$ cat config.mk
export PLATFORM = sky130hd
export DESIGN_NAME = http_header_block_parser_flat
export DESIGN_NICKNAME = d
export VERILOG_FILES = /design/src/design/hhbp_pkg.sv /design/src/design/hhbp_if.sv /design/src/design/hhbp_core.sv /design/src/design/http_header_block_parser.sv /design/src/flat_wrapper.sv
export VERILOG_INCLUDE_DIRS = /design/src /design/src/design
export SDC_FILE = /design/constraint.sdc
export NUM_CORES = 1
export LEC_CHECK = 0
export ABC_AREA = 1
export BUFFER_PORTS_ARGS = -buffer_cell sky130_fd_sc_hd__buf_4
export CAP_MARGIN = 20
export CORE_ASPECT_RATIO = 0.6
export CORE_MARGIN = 3
export CORE_UTILIZATION = 53
export CTS_CLUSTER_SIZE = 30
export DETAILED_ROUTE_END_ITERATION = 8
export PLACE_DENSITY = 0.82
export SETUP_SLACK_MARGIN = 0.4
export SYNTH_ARGS = -nofsm -noshare
export SYNTH_HDL_FRONTEND = slang
export SYNTH_HIERARCHICAL = 1
export SYNTH_SLANG_ARGS = --single-unit
$ cat constraint.sdc
create_clock -name clk -period 2.3 [get_ports clk]
set_input_delay 0.23 -clock clk [delete_from_list [all_inputs] [get_ports clk]]
set_output_delay 0.23 -clock clk [all_outputs]
set_load 0.02 [all_outputs]
$ cat src/design/http_header_block_parser_macros.svh
// assertion macros for the http header block parser
`ifndef HTTP_HEADER_BLOCK_PARSER_MACROS_SVH
`define HTTP_HEADER_BLOCK_PARSER_MACROS_SVH

`ifndef SYNTH

// same-cycle implication, checked on every clk edge outside reset
`define HHBP_ASSERT_IMPLIES(label, ante, cons) \
  label: assert property (@(posedge clk) disable iff (rst) (ante) |-> (cons)) \
    else $error("hhbp assertion failed");

// next-cycle implication
`define HHBP_ASSERT_NEXT(label, ante, cons) \
  label: assert property (@(posedge clk) disable iff (rst) (ante) |=> (cons)) \
    else $error("hhbp assertion failed");

`else

`define HHBP_ASSERT_IMPLIES(label, ante, cons)
`define HHBP_ASSERT_NEXT(label, ante, cons)

`endif

`endif

$ cat src/design/hhbp_pkg.sv
// types and constants shared by the http header block parser
package hhbp_pkg;

  localparam int COUNT_WIDTH_DEF = 10;

  localparam int BYTE_W  = 8;
  localparam int CLASS_W = 4;
  localparam int CODE_W  = 3;
  localparam int LEN_W   = 10;
  localparam int STATE_W = 4;

  localparam logic [LEN_W-1:0] LEN_MAX         = '1;
  localparam logic [LEN_W-1:0] MAX_VALUE_RESET = LEN_W'(256);

  localparam logic [BYTE_W-1:0] BYTE_CR    = 8'h0D;
  localparam logic [BYTE_W-1:0] BYTE_LF    = 8'h0A;
  localparam logic [BYTE_W-1:0] BYTE_COLON = 8'h3A;
  localparam logic [BYTE_W-1:0] BYTE_SPACE = 8'h20;

  // parser states
  localparam logic [STATE_W-1:0] ST_START       = 4'd0;
  localparam logic [STATE_W-1:0] ST_KEY         = 4'd1;
  localparam logic [STATE_W-1:0] ST_AFTER_COLON = 4'd2;
  localparam logic [STATE_W-1:0] ST_AFTER_SPACE = 4'd3;
  localparam logic [STATE_W-1:0] ST_VALUE       = 4'd4;
  localparam logic [STATE_W-1:0] ST_LINE_CR     = 4'd5;
  localparam logic [STATE_W-1:0] ST_LINE_LF     = 4'd6;
  localparam logic [STATE_W-1:0] ST_END_CR      = 4'd7;
  localparam logic [STATE_W-1:0] ST_DONE        = 4'd8;
  localparam logic [STATE_W-1:0] ST_FAILED      = 4'd9;

  // byte classes
  localparam logic [CLASS_W-1:0] CLS_SKIP    = 4'd0;
  localparam logic [CLASS_W-1:0] CLS_KEY     = 4'd1;
  localparam logic [CLASS_W-1:0] CLS_COLON   = 4'd2;
  localparam logic [CLASS_W-1:0] CLS_SPACE   = 4'd3;
  localparam logic [CLASS_W-1:0] CLS_VALUE   = 4'd4;
  localparam logic [CLASS_W-1:0] CLS_LINE_CR = 4'd5;
  localparam logic [CLASS_W-1:0] CLS_LINE_LF = 4'd6;
  localparam logic [CLASS_W-1:0] CLS_END_CR  = 4'd7;
  localparam logic [CLASS_W-1:0] CLS_END_LF  = 4'd8;
  localparam logic [CLASS_W-1:0] CLS_IGNORED = 4'd9;

  // error codes
  localparam logic [CODE_W-1:0] ERR_NONE        = 3'd0;
  localparam logic [CODE_W-1:0] ERR_NO_SPACE    = 3'd1;
  localparam logic [CODE_W-1:0] ERR_CR_IN_KEY   = 3'd2;
  localparam logic [CODE_W-1:0] ERR_VALUE_LONG  = 3'd3;
  localparam logic [CODE_W-1:0] ERR_LINE_NO_LF  = 3'd4;
  localparam logic [CODE_W-1:0] ERR_END_NO_LF   = 3'd5;

  typedef struct packed {
    logic [CLASS_W-1:0] byte_class;
    logic               header_done;
    logic               error_flag;
    logic [CODE_W-1:0]  error_code;
    logic [LEN_W-1:0]   field_length;
  } res_t;

endpackage

$ cat src/design/hhbp_if.sv
// valid/ready channels for header bytes and classified results
interface hhbp_in_if;
  import hhbp_pkg::*;
  logic              valid;
  logic              ready;
  logic [BYTE_W-1:0] data_byte;
  logic              new_request;

  modport source (output valid, output data_byte, output new_request, input ready);
  modport sink (input valid, input data_byte, input new_request, output ready);
endinterface

interface hhbp_out_if;
  import hhbp_pkg::*;
  logic               valid;
  logic               ready;
  logic [CLASS_W-1:0] byte_class;
  logic               header_done;
  logic               error_flag;
  logic [CODE_W-1:0]  error_code;
  logic [LEN_W-1:0]   field_length;

  modport source (output valid, output byte_class, output header_done, output error_flag,
                  output error_code, output field_length, input ready);
  modport sink (input valid, input byte_class, input header_done, input error_flag,
                input error_code, input field_length, output ready);
endinterface

$ cat src/design/hhbp_core.sv
// parser state machine with key and value counters
module hhbp_core
  import hhbp_pkg::*;
#(
  parameter int COUNT_WIDTH = COUNT_WIDTH_DEF
) (
  input  logic               clk,
  input  logic               rst,
  input  logic               advance,
  input  logic [BYTE_W-1:0]  data_byte,
  input  logic               new_request,
  input  logic [LEN_W-1:0]   max_value_bytes,
  output res_t               res
);

  localparam int CMP_W = (COUNT_WIDTH > LEN_W) ? COUNT_WIDTH : LEN_W;
  localparam logic [COUNT_WIDTH-1:0] CNT_MAX = '1;
  localparam logic [COUNT_WIDTH-1:0] CNT_ONE = COUNT_WIDTH'(1);

  logic [STATE_W-1:0]     state, state_next;
  logic [COUNT_WIDTH-1:0] key_count, key_count_next;
  logic [COUNT_WIDTH-1:0] value_count, value_count_next;

  logic [STATE_W-1:0]     cur_state;
  logic [COUNT_WIDTH-1:0] cur_key, cur_value;
  logic [CMP_W-1:0]       key_w, value_w;
  logic [LEN_W-1:0]       key_len, value_len;

  // a new request restarts the parser before this byte
  assign cur_state = new_request ? ST_START : state;
  assign cur_key   = new_request ? '0 : key_count;
  assign cur_value = new_request ? '0 : value_count;

  assign key_w     = CMP_W'(cur_key);
  assign value_w   = CMP_W'(cur_value);
  assign key_len   = (key_w > CMP_W'(LEN_MAX)) ? LEN_MAX : key_w[LEN_W-1:0];
  assign value_len = (value_w > CMP_W'(LEN_MAX)) ? LEN_MAX : value_w[LEN_W-1:0];

  always_comb begin
    res              = '0;
    res.byte_class   = CLS_IGNORED;
    res.error_code   = ERR_NONE;
    state_next       = cur_state;
    key_count_next   = cur_key;
    value_count_next = cur_value;
    case (cur_state)
      ST_START: begin
        if (data_byte == BYTE_CR || data_byte == BYTE_LF) begin
          res.byte_class = CLS_SKIP;
        end else begin
          res.byte_class = CLS_KEY;
          key_count_next = CNT_ONE;
          state_next     = ST_KEY;
        end
      end
      ST_KEY: begin
        if (data_byte == BYTE_COLON) begin
          res.byte_class   = CLS_COLON;
          res.field_length = key_len;
          state_next       = ST_AFTER_COLON;
        end else if (data_byte == BYTE_CR) begin
          res.error_flag = 1'b1;
          res.error_code = ERR_CR_IN_KEY;
        end else begin
          res.byte_class = CLS_KEY;
          key_count_next = (cur_key == CNT_MAX) ? CNT_MAX : cur_key + CNT_ONE;
        end
      end
      ST_AFTER_COLON: begin
        if (data_byte == BYTE_SPACE) begin
          res.byte_class = CLS_SPACE;
          state_next     = ST_AFTER_SPACE;
        end else begin
          res.error_flag = 1'b1;
          res.error_code = ERR_NO_SPACE;
        end
      end
      ST_AFTER_SPACE: begin
        // first value byte is taken whatever it is
        res.byte_class   = CLS_VALUE;
        value_count_next = CNT_ONE;
        state_next       = ST_VALUE;
      end
      ST_VALUE: begin
        if (data_byte == BYTE_CR) begin
          res.byte_class   = CLS_LINE_CR;
          res.field_length = value_len;
          state_next       = ST_LINE_CR;
        end else if (value_w >= CMP_W'(max_value_bytes)) begin
          res.error_flag = 1'b1;
          res.error_code = ERR_VALUE_LONG;
        end else begin
          res.byte_class   = CLS_VALUE;
          value_count_next = (cur_value == CNT_MAX) ? CNT_MAX : cur_value + CNT_ONE;
        end
      end
      ST_LINE_CR: begin
        if (data_byte == BYTE_LF) begin
          res.byte_class = CLS_LINE_LF;
          state_next     = ST_LINE_LF;
        end else begin
          res.error_flag = 1'b1;
          res.error_code = ERR_LINE_NO_LF;
        end
      end
      ST_LINE_LF: begin
        if (data_byte == BYTE_CR) begin
          res.byte_class = CLS_END_CR;
          state_next     = ST_END_CR;
        end else begin
          res.byte_class = CLS_KEY;
          key_count_next = CNT_ONE;
          state_next     = ST_KEY;
        end
      end
      ST_END_CR: begin
        if (data_byte == BYTE_LF) begin
          res.byte_class  = CLS_END_LF;
          res.header_done = 1'b1;
          state_next      = ST_DONE;
        end else begin
          res.error_flag = 1'b1;
          res.error_code = ERR_END_NO_LF;
        end
      end
      default: begin
        state_next = (cur_state == ST_DONE) ? ST_DONE : ST_FAILED;
      end
    endcase
    if (res.error_flag) begin
      state_next = ST_FAILED;
    end
  end

  always_ff @(posedge clk) begin
    if (rst) begin
      state       <= ST_START;
      key_count   <= '0;
      value_count <= '0;
    end else if (advance) begin
      state       <= state_next;
      key_count   <= key_count_next;
      value_count <= value_count_next;
    end
  end

endmodule

$ cat src/design/http_header_block_parser.sv
// the result of each transferred byte is held in the result register
// throughput: one byte per cycle unless results stall; the state machine and counters update in a single pass
// the result register lets a new byte in while the previous result is being taken
// reset (synchronous, active high) puts the parser in its start state, clears both counts
// and the result valid, and sets max_value_bytes to 256
`include "http_header_block_parser_macros.svh"

module http_header_block_parser
  import hhbp_pkg::*;
#(
  parameter int COUNT_WIDTH = COUNT_WIDTH_DEF
) (
  input  logic             clk,
  input  logic             rst,
  hhbp_in_if.sink          bytes,
  hhbp_out_if.source       results,
  input  logic             cfg_we,
  input  logic [LEN_W-1:0] cfg_data
);

  logic [LEN_W-1:0] max_value_bytes;
  logic             accept;
  logic             out_valid;
  res_t             res_next, res;

  assign bytes.ready = !out_valid || results.ready;
  assign accept      = bytes.valid && bytes.ready;

  always_ff @(posedge clk) begin
    if (rst) begin
      max_value_bytes <= MAX_VALUE_RESET;
    end else if (cfg_we) begin
      max_value_bytes <= cfg_data;
    end
  end

  hhbp_core #(
    .COUNT_WIDTH(COUNT_WIDTH)
  ) u_core (
    .clk            (clk),
    .rst            (rst),
    .advance        (accept),
    .data_byte      (bytes.data_byte),
    .new_request    (bytes.new_request),
    .max_value_bytes(max_value_bytes),
    .res            (res_next)
  );

  // result register
  always_ff @(posedge clk) begin
    if (rst) begin
      out_valid <= 1'b0;
    end else if (accept) begin
      out_valid <= 1'b1;
    end else if (results.ready) begin
      out_valid <= 1'b0;
    end
  end

  always_ff @(posedge clk) begin
    if (accept) begin
      res <= res_next;
    end
  end

  assign results.valid        = out_valid;
  assign results.byte_class   = res.byte_class;
  assign results.header_done  = res.header_done;
  assign results.error_flag   = res.error_flag;
  assign results.error_code   = res.error_code;
  assign results.field_length = res.field_length;

  `HHBP_ASSERT_IMPLIES(a_err_ignored, out_valid && res.error_flag,
    res.byte_class == CLS_IGNORED && res.field_length == '0)
  `HHBP_ASSERT_IMPLIES(a_code_flag, out_valid, res.error_flag == (res.error_code != ERR_NONE))
  `HHBP_ASSERT_IMPLIES(a_done_end_lf, out_valid && res.header_done,
    res.byte_class == CLS_END_LF && !res.error_flag)
  `HHBP_ASSERT_IMPLIES(a_stall_blocks, out_valid && !results.ready, !bytes.ready)
  `HHBP_ASSERT_NEXT(a_accept_valid, accept, out_valid)

endmodule
$ cat src/flat_wrapper.sv
// flat-port wrapper written by rule: the top's interface ports become plain ports
module http_header_block_parser_flat import hhbp_pkg::*;
#(
  parameter int COUNT_WIDTH = COUNT_WIDTH_DEF
)
  (clk, rst, cfg_we, cfg_data, bytes_valid, bytes_data_byte, bytes_new_request, bytes_ready, results_valid, results_byte_class, results_header_done, results_error_flag, results_error_code, results_field_length, results_ready);
  hhbp_in_if bytes_i ();
  hhbp_out_if results_i ();
  input  logic clk;
  input  logic rst;
  input  logic cfg_we;
  input  logic [LEN_W-1:0] cfg_data;
  input wire logic [$bits(bytes_i.valid)-1:0] bytes_valid;
  input wire logic [$bits(bytes_i.data_byte)-1:0] bytes_data_byte;
  input wire logic [$bits(bytes_i.new_request)-1:0] bytes_new_request;
  output wire logic [$bits(bytes_i.ready)-1:0] bytes_ready;
  output wire logic [$bits(results_i.valid)-1:0] results_valid;
  output wire logic [$bits(results_i.byte_class)-1:0] results_byte_class;
  output wire logic [$bits(results_i.header_done)-1:0] results_header_done;
  output wire logic [$bits(results_i.error_flag)-1:0] results_error_flag;
  output wire logic [$bits(results_i.error_code)-1:0] results_error_code;
  output wire logic [$bits(results_i.field_length)-1:0] results_field_length;
  input wire logic [$bits(results_i.ready)-1:0] results_ready;
  assign bytes_i.valid = bytes_valid;
  assign bytes_i.data_byte = bytes_data_byte;
  assign bytes_i.new_request = bytes_new_request;
  assign bytes_ready = bytes_i.ready;
  assign results_valid = results_i.valid;
  assign results_byte_class = results_i.byte_class;
  assign results_header_done = results_i.header_done;
  assign results_error_flag = results_i.error_flag;
  assign results_error_code = results_i.error_code;
  assign results_field_length = results_i.field_length;
  assign results_i.ready = results_ready;
  http_header_block_parser #(.COUNT_WIDTH(COUNT_WIDTH)) u_core (.clk(clk), .rst(rst), .bytes(bytes_i), .results(results_i), .cfg_we(cfg_we), .cfg_data(cfg_data));
endmodule
==> flow_summary_export.csv, run 1 <==
group,metric,value,unit
worst_setup_path,ff2ff_setup_slack,0.33,ns
worst_hold_path,hold_class,"in2reg",
timing,fmax,508.4,MHz
die,coreArea,6763,um2
worst_setup_path,worstSetupPathType,"reg2reg",
logic_synthesis,synth_simple_gate_area_share,35.01,%
detailed_routing,antenna_left,0,
die,die_area,8158,um2
worst_setup_path,reg2reg_to,"u_core/results.byte_class[3]",
worst_setup_path,endpoint_kind,"flip-flop",
logic_synthesis,post_synth.cell_area_avg,6.860,um2
die,die_y,71.18,um
detailed_routing,wire_per_inst,17.14,um
cells_and_area,final_common_cell,"nand2_1",
worst_setup_path,startpoint_type,"flip-flop",
timing,max_slew.worst_pin.slew,0.6116,ns
status,status,"completed",
timing,setup_tns,0,ns
logic_synthesis,synth-seq-cells,54,
cells_and_area,drive_gt1_share,31.35,%
logic_synthesis,synth.distinct_cells,40,
place,post-place-ws,0.01303,ns
logic_synthesis,synthCells,547,
logic_synthesis,synthDominantCellAreaShare,18.67,%
worst_setup_path,path_max_fanout,4,
global_routing,grt_overflow_total,0,
clock_network,tritoncts,"done",
cells_and_area,antenna-diode-count,0,
timing,fin_ws,0.3330,ns
place,gp_congestion,0.9794,
clock_network,clock-sinks,54,
worst_setup_path,rr_startpoint,"u_core/u_core/value_count[0]",
cells_and_area,final_cell_mix,"91 x nand2_1, 74 x buf_4, 68 x nor2_1",
worst_setup_path,r2r_cells,13,
worst_setup_path,required,2.35,ns
logic_synthesis,synthMuxAreaShare,0,%
timing,fin_crit,1.967,ns
clock_network,clk_pin_slew,0.08,ns
logic_synthesis,synth_compound_area_share,13.67,%
cells_and_area,final_cells,709,
timing,finalCritPeriodShare,85.52,%
place,dp_cells,678,
logic_synthesis,ys_top_cells_by_area,"dfxtp_1 19%, edfxtp_1 15%, nand2_1 10%",
logic_synthesis,yosys_warnings,6,
place,post-dp-hpwl,8411,um
timing,hold_violations,0,
logic_synthesis,synth_top_area_cell,"dfxtp_1",
die,die_width,114.6,um
place,portBuffers,44,
cells_and_area,nFillCells,490,
cells_and_area,design.final.nets,656,
clock_network,insertion_delay,0.31,ns
run,drv_cap,0,
timing,fin_skew,0.01119,ns
logic_synthesis,synth_top_family_by_area,"simple AND/OR/NAND/NOR gates",
global_routing,gr-usage-all-layers,28.65,%
die,start_util,55.49,%
global_routing,first_global_vias,3719,
cells_and_area,utilization,72.65,%
worst_hold_path,hold_depth,3,
die,fp-row-count,23,
detailed_routing,vias,4200,
clock_network,htreeDepth,2,
detailed_routing,wl,12150,um
clock_network,cts_buffer_depth,2,
timing,relSlewSlack,59.18,%
clock_network,cts_root_buf,"clkbuf_16",
timing,rsz0062_at_grt,"true",
logic_synthesis,yosysSeqAreaShare,33.88,%
logic_synthesis,synth_adder_area_share,3.668,%
worst_setup_path,crit_arrival,2.02,ns
detailed_routing,first_pass_iters,5,
timing,finalSetupViolations,0,
timing,drv_slew,0,
pwr,max-vdd-ir-drop,0.0004186,V
global_routing,antenna_found_initial,0,
pwr,powerDensity,492.7,nW/um2
clock_network,cts_buffers,5,
global_routing,grt_pass1_wl,18420,um
cells_and_area,area_delta_synth_final,30.94,%
detailed_routing,via_per_inst,5.924,
detailed_routing,drc,0,
worst_hold_path,min_to,"u_core/max_value_bytes[5]",
logic_synthesis,synth-xor-area-share,2.334,%
detailed_routing,drt_iter0_drc,651,
die,io_pins,45,
timing,hold_ws,0.1476,ns
global_routing,grt_start_max_net_pins,31,
worst_hold_path,worstHoldStart,"cfg_data[5]",
pwr,leakage,2.240,nW
logic_synthesis,synth_fp_nets,582,
logic_synthesis,syn_area,3752,um2
-- logic make-up after synthesis --
logic type	after synthesis
and+or+nand+nor	276
buffers and inverters	100
AOI/OAI and AO/OA	96
DFF	54
adders and majority gates	11
xor gates and xnor gates	10
-- cell type report --
type                            instances  area, um2  share of cell area, %
Multi-Input combinational cell        394       2381                  48.46
Clock inverter                          3      20.02                 0.4074
Sequential cell                        54       1284                  26.13
Clock buffer                            5      125.1                  2.546
Tap cell                               87      108.9                  2.215
Timing Repair Buffer                   79      620.6                  12.63
Inverter                               87      374.1                  7.614
-- stage by stage --
stage	power, mW	area (um2)
after floorplan	1.394	3889
after global placement	1.539	4337
after detailed placement	1.551	4337
after CTS	2.350	4598
after global routing	2.516	4913
final	2.421	4913
-- worst max-delay path, cell delays in order, from the launching register on --
cell and delay [ns]:
dfxtp_2 0.35, inv_4 0.05, nor2_4 0.15, inv_4 0.07, ha_4 0.22, o21ai_2 0.11, nand2_1 0.09, nand2_1 0.09
nor2_2 0.05, nor2_4 0.11, nand2_4 0.08, nand2_4 0.10, nand3_4 0.08, nand3b_1 0.17
-- cells in the mapped netlist --
cell type and number:
nor3_2 3, a21oi_1 36, xor2_1 9, clkbuf_1 5, o211ai_1 2, nand3b_4 1, nand2_4 1, a31oi_1 2
inv_2 8, nand3_4 1, buf_4 2, a21boi_1 1, o21ai_2 2, o21a_1 1, clkinv_1 1, nand4_1 9
o21ai_1 10, nand2_1 104, ha_1 11, nand2_2 8, o31ai_1 2, nand3_2 3, nand3b_1 3, nor4_1 1
buf_6 4, or2_1 1, edfxtp_1 19, inv_1 77, nor2_4 8, buf_2 2, nor3_1 9, dfxtp_1 35
o21ai_0 34, bufinv_8 1, nor2_1 78, nand3_1 39, nand4_2 1, nor2_2 6, o22ai_1 6, xnor2_1 1
-- what timing repair did --
action,in CTS,in global routing
resized for setup,17,53
buffers inserted,7,15
gates cloned,0,1
setup endpoints to repair,20,32
pin swaps,8,19
hold buffers,0,0
-- power breakdown --
part           switching (mW)  total, mW  internal, mW  leakage, nW
clock                   0.379      0.785         0.405       0.0679
sequential             0.0363       1.08          1.04        0.483
combinational           0.338      0.556         0.218         1.69
-- worst max-delay path by stage --
stage | endpoint | slack (ns) | from
3_3_place_gp | u_core/results.byte_class[3] | 0.09 | bytes_new_request
4_1_cts | u_core/results.byte_class[3] | 0.38 | u_core/u_core/value_count[8]
2_1_floorplan | u_core/results.byte_class[3] | 0.40 | bytes_new_request
6_report | u_core/results.byte_class[3] | 0.33 | u_core/u_core/value_count[0]
3_5_place_dp | u_core/results.byte_class[3] | 0.01 | bytes_new_request
5_1_grt | u_core/u_core/value_count[0] | 0.26 | u_core/u_core/value_count[0]
-- per-layer routing --
metal | share of wire [%] | global-route usage (%) | vias to the layer above
li1 | - | - | 1934
met1 | 43 | 43.40 | 1941
met2 | 42 | 39.46 | 288
met3 | 13 | 8.462 | 37
met4 | 2.2 | 7.246 | 0
met5 | 0 | 0 | -
-- sequential cells by signal, summed over array words and instances, names as in the netlist --
| signal | cells |
|---|---|
| u_core/max_value_bytes | 10 |
| u_core/results.field_length | 10 |
| u_core/u_core/key_count | 10 |
| u_core/u_core/value_count | 10 |
| u_core/results.byte_class | 4 |
| u_core/u_core/state | 4 |
| u_core/results.error_code | 3 |
| u_core/results.error_flag | 1 |
| u_core/results.header_done | 1 |
| u_core/results.valid | 1 |
No activity file was read; power rests on OpenSTA's default activity.
==> run 2, diff against run 1 <==
--- a/config.mk
+++ b/config.mk
@@ -11,10 +11,10 @@
 export CAP_MARGIN = 20
 export CORE_ASPECT_RATIO = 0.6
 export CORE_MARGIN = 3
-export CORE_UTILIZATION = 53
+export CORE_UTILIZATION = 45
 export CTS_CLUSTER_SIZE = 30
 export DETAILED_ROUTE_END_ITERATION = 8
-export PLACE_DENSITY = 0.82
+export PLACE_DENSITY = 0.72
 export SETUP_SLACK_MARGIN = 0.4
 export SYNTH_ARGS = -nofsm -noshare
 export SYNTH_HDL_FRONTEND = slang
==> flow_summary_export.csv, run 2 (same netlist as run 1, synthesis figures left out) <==
group,metric,value,unit
timing,finalSetupViolations,0,
worst_setup_path,crit_arrival,2.01,ns
timing,hold_violations,0,
detailed_routing,drt_iter0_drc,394,
timing,drv_slew,0,
die,coreArea,7976,um2
die,die_y,76.74,um
global_routing,grt_overflow_total,0,
clock_network,cts_root_buf,"clkbuf_16",
cells_and_area,final_cell_mix,"88 x nand2_1, 67 x inv_1, 67 x nor2_1",
global_routing,first_global_vias,3537,
global_routing,globalRouteMet1Util,39.64,%
pwr,max-vdd-ir-drop,0.0002949,V
pwr,leakage,2.192,nW
timing,max_slew.worst_pin.slew,0.6326,ns
run,drv_cap,0,
worst_setup_path,critical_path.slowest_cell,"dfxtp_1",
worst_setup_path,critPathMaxStageDelay,0.32,ns
timing,fmax,509.0,MHz
worst_setup_path,worstSetupPathType,"reg2reg",
place,gp_congestion,0.9741,
cells_and_area,utilization,61.22,%
clock_network,cts_buffer_depth,2,
detailed_routing,drc,0,
global_routing,antenna_found_initial,0,
clock_network,clk_pin_slew,0.07,ns
detailed_routing,first_pass_iters,5,
global_routing,grt_pass1_wl,18360,um
worst_setup_path,endpoint_kind,"flip-flop",
timing,fin_skew,0.008982,ns
clock_network,insertion_delay,0.30,ns
detailed_routing,vias,3993,
clock_network,cts_buffers,5,
die,start_util,47.04,%
clock_network,tritoncts,"done",
die,die_area,9507,um2
worst_setup_path,startpoint_type,"flip-flop",
global_routing,grt_use_met3,5.895,%
die,fp-row-count,25,
timing,relSlewSlack,57.78,%
clock_network,clock-sinks,54,
die,die_width,123.9,um
cells_and_area,final_common_cell,"nand2_1",
global_routing,busiest_layer,"met1",
worst_setup_path,cp_common_cell,"nand2_4",
pwr,finalPower,2.388,mW
detailed_routing,wl,11670,um
place,post-dp-hpwl,8559,um
timing,setup_tns,0,ns
status,status,"completed",
place,portBuffers,44,
timing,rsz0062_at_grt,"true",
clock_network,htreeDepth,2,
timing,finalCritPeriodShare,85.43,%
timing,fin_crit,1.965,ns
cells_and_area,area_delta_synth_final,30.14,%
worst_hold_path,hold_class,"in2reg",
detailed_routing,wire_per_inst,16.14,um
worst_setup_path,required,2.34,ns
cells_and_area,antenna-diode-count,0,
die,io_pins,45,
global_routing,grt_start_max_net_pins,50,
pwr,powerDensity,489.0,nW/um2
detailed_routing,via_per_inst,5.523,
worst_setup_path,path_max_fanout,3,
detailed_routing,antenna_left,0,
global_routing,gr-usage-all-layers,24.69,%
global_routing,use_met2,33.05,%
worst_setup_path,crit_path_cell_trace,"inv_2 > nor2_4 > ha_1 > nand2_1 > inv_2 > nand2_4 > nor2_2 > nand2_1 > nor2_1 > nor2_2 > nand2_4 > nand2_4 > nand3_4 > nand3b_1",
cells_and_area,design.final.nets,649,
cells_and_area,drive_gt1_share,31.06,%
## run 2: cell count changes in the layout (fill, tap and decap cells not counted), sizes merged
cell	delta
nand4	-1
buf	-6
## run 2: repair_timing
item	4_1_cts	5_1_grt
hold buffers	0	0
gates cloned	0	0
resized for setup	18	52
setup endpoints to repair	24	33
setup buffers	8	7
pin swaps	10	32
## run 2: layout make-up
| class | count | area (um2) |
|---|---|---|
| fillers | 720 | 3093 |
| multi-input cells | 393 | 2357 |
| flip-flops and latches | 54 | 1286 |
| repair buffers | 73 | 583.1 |
| inverters | 87 | 371.6 |
| well taps | 108 | 135.1 |
| clock buffers | 5 | 125.1 |
| clock inverters | 3 | 25.02 |
## run 2: critical path, delay by kind of cell, from the launching register on
kind | cells | cell delay [ns]
adders and majority gates | 1 | 0.28
buffers and inverters | 2 | 0.14
DFF | 1 | 0.32
and+or+nand+nor | 11 | 0.98
## run 2: through the flow
step	std cells	setup WS, ns	hold WS [ns]	instance area, um2
floorplan	547	0.3993	0.2991	3889
global placement	700	0.06176	0.4441	4370
detailed placement	700	-0.02792	0.4452	4370
CTS	716	0.3667	0.1347	4654
global route	723	0.2438	0.1433	4883
finish	723	0.3352	0.1430	4883
## run 2: per-layer routing
layer / part of all wire, % / up-vias
li1: - / 1916
met3: 10 / 17
met5: 0 / -
met1: 49 / 1830
met4: 0.99 / 0
met2: 40 / 230
## run 2: where the power goes
part	total (mW)	switching, mW	internal (mW)
Combinational	0.523	0.320	0.203
Clock	0.786	0.376	0.410
Sequential	1.08	0.0371	1.04
Total	2.39	0.733	1.66
## run 2: final timing paths
| kind | endpoint | slack, ns | startpoint | depth (start not counted) |
|---|---|---|---|---|
| worst max-delay path | u_core/results.byte_class[3] | 0.34 | u_core/u_core/value_count[6] | 14 |
| worst min-delay path | u_core/max_value_bytes[8] | 0.14 | cfg_data[8] | 3 |
| worst max register to register | u_core/results.byte_class[3] | 0.34 | u_core/u_core/value_count[6] | 14 |
| worst min register to register | u_core/max_value_bytes[8] | 0.47 | u_core/max_value_bytes[8] | 2 |
